**config.mk**
```make
export PLATFORM = sky130hd
export DESIGN_NAME = sqrt_bisection_core
export DESIGN_NICKNAME = d
export VERILOG_FILES = /design/src/rtl/core/sqrtb_pkg.sv /design/src/rtl/core/sqrtb_mac.sv /design/src/rtl/core/sqrt_bisection_core.sv
export SDC_FILE = /design/constraint.sdc
export NUM_CORES = 2
export LEC_CHECK = 0
export BUFFER_PORTS_ARGS = -buffer_cell sky130_fd_sc_hd__clkbuf_2
export CAP_MARGIN = 40
export CORE_ASPECT_RATIO = 1.75
export CORE_MARGIN = 1.5
export CORE_UTILIZATION = 44
export DETAILED_ROUTE_END_ITERATION = 10
export GPL_ROUTABILITY_DRIVEN = 0
export SLEW_MARGIN = 0
export SYNTH_ARGS = -nofsm -noshare
export SYNTH_HDL_FRONTEND = slang
export SYNTH_SLANG_ARGS = --single-unit
```
**constraint.sdc**
```tcl
create_clock -name clk -period 9.7 [get_ports clk]
set_input_delay 1.94 -clock clk [delete_from_list [all_inputs] [get_ports clk]]
set_output_delay 1.94 -clock clk [all_outputs]
set_load 0.05 [all_outputs]
```
**src/rtl/core/sqrtb_pkg.sv**
```systemverilog
// Package for the bisection square root core.
// Holds widths, FSM states, partial product selects and the MAC control struct.
// No dependencies.
package sqrtb_pkg;

  localparam int FRAC_BITS     = 16;
  localparam int RADICAND_BITS = 31;
  localparam int ROOT_W        = 32;
  localparam int SHIFT_W       = 5;
  localparam int BOUND_W       = RADICAND_BITS + FRAC_BITS;
  localparam int TARGET_W      = RADICAND_BITS + 2 * FRAC_BITS;
  localparam int SQ_W          = 2 * BOUND_W;
  localparam int HALF_LO_W     = (BOUND_W + 1) / 2;
  localparam int HALF_HI_W     = BOUND_W - HALF_LO_W;
  localparam int PROD_W        = 2 * HALF_LO_W;
  localparam int SHIFT_HL      = HALF_LO_W + 1;
  localparam int SHIFT_HH      = 2 * HALF_LO_W;

  localparam logic [SHIFT_W-1:0] SHIFT_RESET = SHIFT_W'(19);
  localparam logic [1:0]         MUL_LAST    = 2'd3;

  typedef enum logic [2:0] {
    S_IDLE,
    S_CHECK,
    S_MUL,
    S_DECIDE,
    S_FINISH
  } state_t;

  typedef enum logic [1:0] {
    PP_LL,
    PP_HL,
    PP_HH
  } pp_sel_t;

  typedef struct packed {
    logic    clear;
    logic    mul_en;
    pp_sel_t sel;
    logic    acc_en;
  } mac_ctrl_t;

endpackage

```
**src/rtl/core/sqrtb_mac.sv**
```systemverilog
// Shared multiply-accumulate unit: squares the midpoint from three half-width
// partial products, one multiply per cycle, product registered before the add.
// Depends on sqrtb_pkg.
module sqrtb_mac
  import sqrtb_pkg::*;
(
  input  logic                clk,
  input  mac_ctrl_t           ctrl,
  input  logic [BOUND_W-1:0]  mid,
  output logic [SQ_W-1:0]     acc
);

  logic [HALF_LO_W-1:0] op_lo;
  logic [HALF_LO_W-1:0] op_hi;
  logic [HALF_LO_W-1:0] op_a;
  logic [HALF_LO_W-1:0] op_b;
  logic [PROD_W-1:0]    prod_r;
  pp_sel_t              prod_sel_r;
  logic [SQ_W-1:0]      addend;
  logic [SQ_W-1:0]      acc_r;

  assign op_lo = mid[HALF_LO_W-1:0];
  assign op_hi = HALF_LO_W'(mid[BOUND_W-1:HALF_LO_W]);

  always_comb begin
    unique case (ctrl.sel)
      PP_LL: begin
        op_a = op_lo;
        op_b = op_lo;
      end
      PP_HL: begin
        op_a = op_hi;
        op_b = op_lo;
      end
      PP_HH: begin
        op_a = op_hi;
        op_b = op_hi;
      end
      default: begin
        op_a = op_lo;
        op_b = op_lo;
      end
    endcase
  end

  always_comb begin
    unique case (prod_sel_r)
      PP_LL:   addend = SQ_W'(prod_r);
      PP_HL:   addend = SQ_W'(prod_r) << SHIFT_HL;
      PP_HH:   addend = SQ_W'(prod_r) << SHIFT_HH;
      default: addend = SQ_W'(prod_r);
    endcase
  end

  always_ff @(posedge clk) begin
    if (ctrl.mul_en) begin
      prod_r     <= op_a * op_b;
      prod_sel_r <= ctrl.sel;
    end
    if (ctrl.clear) begin
      acc_r <= '0;
    end else if (ctrl.acc_en) begin
      acc_r <= acc_r + addend;
    end
  end

  assign acc = acc_r;

endmodule

```
**src/rtl/core/sqrt_bisection_core.sv**
```systemverilog
// Top level of the bisection square root core: sequencer, bounds and word ports.
// Depends on sqrtb_pkg and sqrtb_mac.
//
//  channel | ports                          | word
//  in      | in_valid, in_ready, in_radicand| 31-bit unsigned radicand
//  out     | out_valid, out_ready, out_root | 32-bit unsigned Q16.16 root
//  cfg     | cfg_wr_en, cfg_wr_data         | 5-bit precision shift
//
// Radicand 0 or 1: the sequencer goes from idle straight to the result load. Otherwise
// it first runs N bisection steps (0 to 47, set by radicand and shift), each one a range
// check, three products and one trailing add on the shared 24x24 multiply-accumulate
// and one compare; a last range check precedes the result load.
// One word at a time: in_ready is high only when idle.
// A finished word waits in the sequencer while the output register holds an untaken
// result. Reset is synchronous and active low; the shift register resets to 19.
module sqrt_bisection_core
  import sqrtb_pkg::*;
(
  input  logic                     clk,
  input  logic                     rst_n,
  input  logic                     in_valid,
  output logic                     in_ready,
  input  logic [RADICAND_BITS-1:0] in_radicand,
  output logic                     out_valid,
  input  logic                     out_ready,
  output logic [ROOT_W-1:0]        out_root,
  input  logic                     cfg_wr_en,
  input  logic [SHIFT_W-1:0]       cfg_wr_data
);

  localparam logic [BOUND_W-1:0] LOWER_INIT = BOUND_W'(1) << FRAC_BITS;

  state_t               state_r, state_nxt;
  logic [1:0]           step_r, step_nxt;
  logic                 out_valid_r, out_valid_nxt;
  logic [ROOT_W-1:0]    out_root_r, out_root_nxt;
  logic [SHIFT_W-1:0]   shift_r;
  logic [BOUND_W-1:0]   lower_r, lower_nxt;
  logic [BOUND_W-1:0]   upper_r, upper_nxt;
  logic [BOUND_W-1:0]   mid_r, mid_nxt;
  logic [TARGET_W-1:0]  target_r, target_nxt;
  logic [BOUND_W-1:0]   gap;
  logic [BOUND_W:0]     bound_sum;
  logic                 stop;
  logic                 too_big;
  logic [SQ_W-1:0]      acc;
  mac_ctrl_t            mac_ctrl;

  sqrtb_mac u_mac (
    .clk  (clk),
    .ctrl (mac_ctrl),
    .mid  (mid_r),
    .acc  (acc)
  );

  assign gap       = upper_r - lower_r;
  assign bound_sum = {1'b0, lower_r} + {1'b0, upper_r};
  assign stop      = (gap <= BOUND_W'(1)) || (gap <= (upper_r >> shift_r));
  assign too_big   = acc > SQ_W'(target_r);

  always_comb begin
    state_nxt     = state_r;
    step_nxt      = step_r;
    lower_nxt     = lower_r;
    upper_nxt     = upper_r;
    mid_nxt       = mid_r;
    target_nxt    = target_r;
    out_root_nxt  = out_root_r;
    out_valid_nxt = out_valid_r && !out_ready;
    mac_ctrl      = '{clear: 1'b0, mul_en: 1'b0, sel: PP_LL, acc_en: 1'b0};
    unique case (state_r)
      S_IDLE: begin
        if (in_valid) begin
          lower_nxt  = LOWER_INIT;
          upper_nxt  = BOUND_W'(in_radicand) << FRAC_BITS;
          target_nxt = {in_radicand, (2 * FRAC_BITS)'(0)};
          state_nxt  = (in_radicand <= RADICAND_BITS'(1)) ? S_FINISH : S_CHECK;
        end
      end
      S_CHECK: begin
        if (stop) begin
          state_nxt = S_FINISH;
        end else begin
          mid_nxt        = bound_sum[BOUND_W:1];
          mac_ctrl.clear = 1'b1;
          step_nxt       = '0;
          state_nxt      = S_MUL;
        end
      end
      S_MUL: begin
        mac_ctrl.mul_en = (step_r != MUL_LAST);
        mac_ctrl.acc_en = (step_r != 2'd0);
        unique case (step_r)
          2'd0:    mac_ctrl.sel = PP_LL;
          2'd1:    mac_ctrl.sel = PP_HL;
          2'd2:    mac_ctrl.sel = PP_HH;
          default: mac_ctrl.sel = PP_LL;
        endcase
        step_nxt = step_r + 2'd1;
        if (step_r == MUL_LAST) begin
          state_nxt = S_DECIDE;
        end
      end
      S_DECIDE: begin
        if (too_big) begin
          upper_nxt = mid_r;
        end else begin
          lower_nxt = mid_r;
        end
        state_nxt = S_CHECK;
      end
      S_FINISH: begin
        if (!out_valid_r || out_ready) begin
          out_root_nxt  = upper_r[ROOT_W-1:0];
          out_valid_nxt = 1'b1;
          state_nxt     = S_IDLE;
        end
      end
      default: state_nxt = S_IDLE;
    endcase
  end

  always_ff @(posedge clk) begin
    if (!rst_n) begin
      state_r     <= S_IDLE;
      step_r      <= '0;
      out_valid_r <= 1'b0;
      shift_r     <= SHIFT_RESET;
    end else begin
      state_r     <= state_nxt;
      step_r      <= step_nxt;
      out_valid_r <= out_valid_nxt;
      if (cfg_wr_en) begin
        shift_r <= cfg_wr_data;
      end
    end
  end

  always_ff @(posedge clk) begin
    lower_r    <= lower_nxt;
    upper_r    <= upper_nxt;
    mid_r      <= mid_nxt;
    target_r   <= target_nxt;
    out_root_r <= out_root_nxt;
  end

  assign in_ready  = (state_r == S_IDLE);
  assign out_valid = out_valid_r;
  assign out_root  = out_root_r;

`ifndef ASSERT_OFF
  a_mid_inside: assert property (@(posedge clk) disable iff (!rst_n)
    (state_r == S_DECIDE) |-> (lower_r < mid_r) && (mid_r < upper_r))
    else $error("midpoint outside bounds");

  a_bounds_order: assert property (@(posedge clk) disable iff (!rst_n)
    (state_r == S_CHECK) |-> (lower_r <= upper_r))
    else $error("lower bound above upper bound");

  a_busy_after_accept: assert property (@(posedge clk) disable iff (!rst_n)
    (in_valid && in_ready) |=> !in_ready)
    else $error("ready while a word is in flight");

  a_out_hold: assert property (@(posedge clk) disable iff (!rst_n)
    (out_valid && !out_ready) |=> out_valid && $stable(out_root))
    else $error("stalled result changed");
`endif

endmodule
```
==> impl_metrics.env <==
export IMPL_run_status="completed"
export IMPL_cp_required_ns=10.01
export IMPL_grt_pass1_wl_microns=253000
export IMPL_nNetsFinal=6363
export IMPL_cap_violations=0
export IMPL_wirelength_microns=168000
export IMPL_hold_buffers=0
export IMPL_yosysTopAreaCell="fa_1"
export IMPL_critical_path_class="flop to flop"
export IMPL_hold_path_end="u_mac.acc[64]"
export IMPL_synthDistinctLibCells=79
export IMPL_hold_depth=2
export IMPL_fp_row_count=158
export IMPL_worstSkewPairLatency_ns=0.59
export IMPL_yosys_warnings=0
export IMPL_ant_nets=0
export IMPL_wl_met2_microns=83500
export IMPL_core_sq_um=106000
export IMPL_slew_violations=0
export IMPL_via_count=40200
export IMPL_synth_area_leaders="fa_1, edfxtp_1, ha_1"
export IMPL_worst_pin_slew_ns=0.917
export IMPL_synthDominantCellAreaShare=0.207
export IMPL_instances_no_fill=6783
export IMPL_die_h_microns=435
export IMPL_synth_area_sq_um=47000
export IMPL_min_period_ns=9.34
export IMPL_dp_cells=6712
export IMPL_cts_buffers=35
export IMPL_fp_dieW_microns=250
export IMPL_async_flop_share=0
export IMPL_die_area_sq_um=109000
export IMPL_dpl_hpwl_microns=135000
export IMPL_ys_top_cells_by_count="inv_1, nand2_1, nor2_1"
export IMPL_layout_drive_gt1_share=0.0770
export IMPL_cpMostUsedCell="fa_1"
export IMPL_r2r_start="step_r[0]"
export IMPL_ys_seq_area_frac=0.207
export IMPL_clk_pin_slew_ns=0.07
export IMPL_tritoncts="built"
export IMPL_final_hold_violation_count=0
export IMPL_critPathCaptureType="flop"
export IMPL_design_area_sq_um=50500
export IMPL_r2r_end="u_mac.prod_r[40]"
export IMPL_setup_tns_ns=0
export IMPL_rsz0062_at_grt="no"
export IMPL_max_stage_delay_ns=0.73
export IMPL_area_growth_pct=7.41
export IMPL_initial_core_util=0.443
export IMPL_htreeDepth=2
export IMPL_drtPass1Iterations=6
export IMPL_grt_usage=0.311
export IMPL_clock_root_buffer="clkbuf_16"
export IMPL_synth_most_common_cell="inv_1"
export IMPL_drc=0
export IMPL_grt_pass1_vias=41600
export IMPL_clock_skew_ns=0.0296
export IMPL_grt_start_max_net_pins=95
export IMPL_post_drt_wl_per_cell_microns=24.8
export IMPL_dpl_instance_area_sq_um=49200
export IMPL_syn_nets=6372
export IMPL_io_buffer_count=74
export IMPL_wl_met1_microns=56600
export IMPL_reg2reg_depth=29
export IMPL_clock_path_buffers=3
export IMPL_io_pins=75
export IMPL_drt_iter0_markers=3123
export IMPL_period_share=0.963
export IMPL_antenna_found_initial=7
export IMPL_top_layer="met5"
export IMPL_worstPathArrival_ns=9.65
export IMPL_r2r_slack_ns=0.36
export IMPL_synth_edff_count=254
export IMPL_slew_headroom=0.382
export IMPL_setup_viol=0
export IMPL_slowest_stage="a2111oi_0"
export IMPL_grt_overflow_total=0
export IMPL_ys_seq_elements=359
export IMPL_start_kind="flop"
export IMPL_synth_area_per_cell_sq_um=8.70
export IMPL_path_max_fanout=24
export IMPL_routed_wl_met3_microns=10600
export IMPL_synth_ff_type="edfxtp_1"
export IMPL_max_freq_mhz=107
export IMPL_synthCells=5401
export IMPL_cts_sinks=359
export IMPL_vias_per_cell=5.93
export IMPL_hold_start="u_mac.acc[64]"
export IMPL_hold_class="flop to flop"
worst max path at each step:
stage,start,to,slack (ns)
after floorplan,state_r[1],u_mac.prod_r[47],0.04
after global placement,state_r[1],u_mac.prod_r[40],-0.04
after detailed placement,step_r[0],u_mac.prod_r[40],-0.11
after CTS,state_r[1],u_mac.prod_r[47],0.07
after global routing,state_r[1],u_mac.prod_r[47],0.01
final,step_r[0],u_mac.prod_r[40],0.36
what timing repair did:
| action | in CTS | in global routing |
|---|---|---|
| gates resized for setup | 2 | 16 |
| setup endpoints to repair | 6 | 11 |
| cloned | 0 | 1 |
| setup buffers | 0 | 1 |
| pin swaps | 0 | 2 |
cells in the final DEF, fill, tap and decap left out, drive strengths merged, types with 44 or more instances in the layout:
cell / n
and3: 78
a21oi: 381
and2: 60
nor2b: 44
dfxtp: 105
a31oi: 44
edfxtp: 254
mux2i: 92
a21o: 161
a22o: 47
fa: 485
nor2: 599
buf: 126
inv: 713
nand2: 617
nand4: 63
xor2: 63
o21ai: 181
mux2: 59
nand3: 53
xnor2: 133
clkbuf: 121
nor3: 47
ha: 445
sequential cells by signal, summed over array words and instances, names as in the netlist:
signal,flops
target_r,31
u_mac.prod_r,48
mid_r,47
out_valid,1
lower_r,47
u_mac.acc,94
u_mac.prod_sel_r,2
out_root,32
step_r,2
upper_r,47
shift_r,5
state_r,3
logic make-up (layout without fill, tap and decap cells):
kind of cell	Yosys count	count (layout)	share of synthesized area
adder cells (fa/ha/maj)	930	930	0.325
other	0	5	0
AO/OA/AOI/OAI	1069	1069	0.144
AND/OR/NAND/NOR	1713	1713	0.163
flip-flops	359	359	0.207
buffers and inverters	957	974	0.0773
XOR/XNOR	196	196	0.0365
multiplexers	177	177	0.0462
layout make-up:
cell class,instances,area [sq um]
inverter,709,2660
multi-input combinational,4085,33800
tap,1360,1700
clock inverter,18,133
clock buffer,45,943
sequential,359,9730
antenna,5,12.5
fill,10300,55500
timing repair buffer,202,1480
critical path, delay by kind of cell, from the launching register on:
kind	cells	cell delay (ns)
mux	1	0.65
xor+xnor	1	0.16
fa+ha+maj	10	4.38
flops	1	0.39
compound gates	6	1.69
buf+inv	7	1.16
simple gates	4	0.63
per-layer routing:
layer | track usage | up-vias
met4 | 0.265 | 4
met2 | 0.547 | 1658
met5 | 0 | -
met1 | 0.322 | 19700
li1 | - | 18200
met3 | 0.0471 | 697
through the flow:
step                hold slack (ns)   util  worst slack, ns
detailed placement            0.467  0.465           -0.113
global route                  0.507  0.476          0.00971
global placement              0.464  0.464          -0.0376
finish                        0.479  0.476            0.363
CTS                           0.477  0.475           0.0722
floorplan                     0.444      -           0.0366
Power is not shown: default switching activity piles up to over one toggle a cycle in this logic, so the estimate is an artifact.
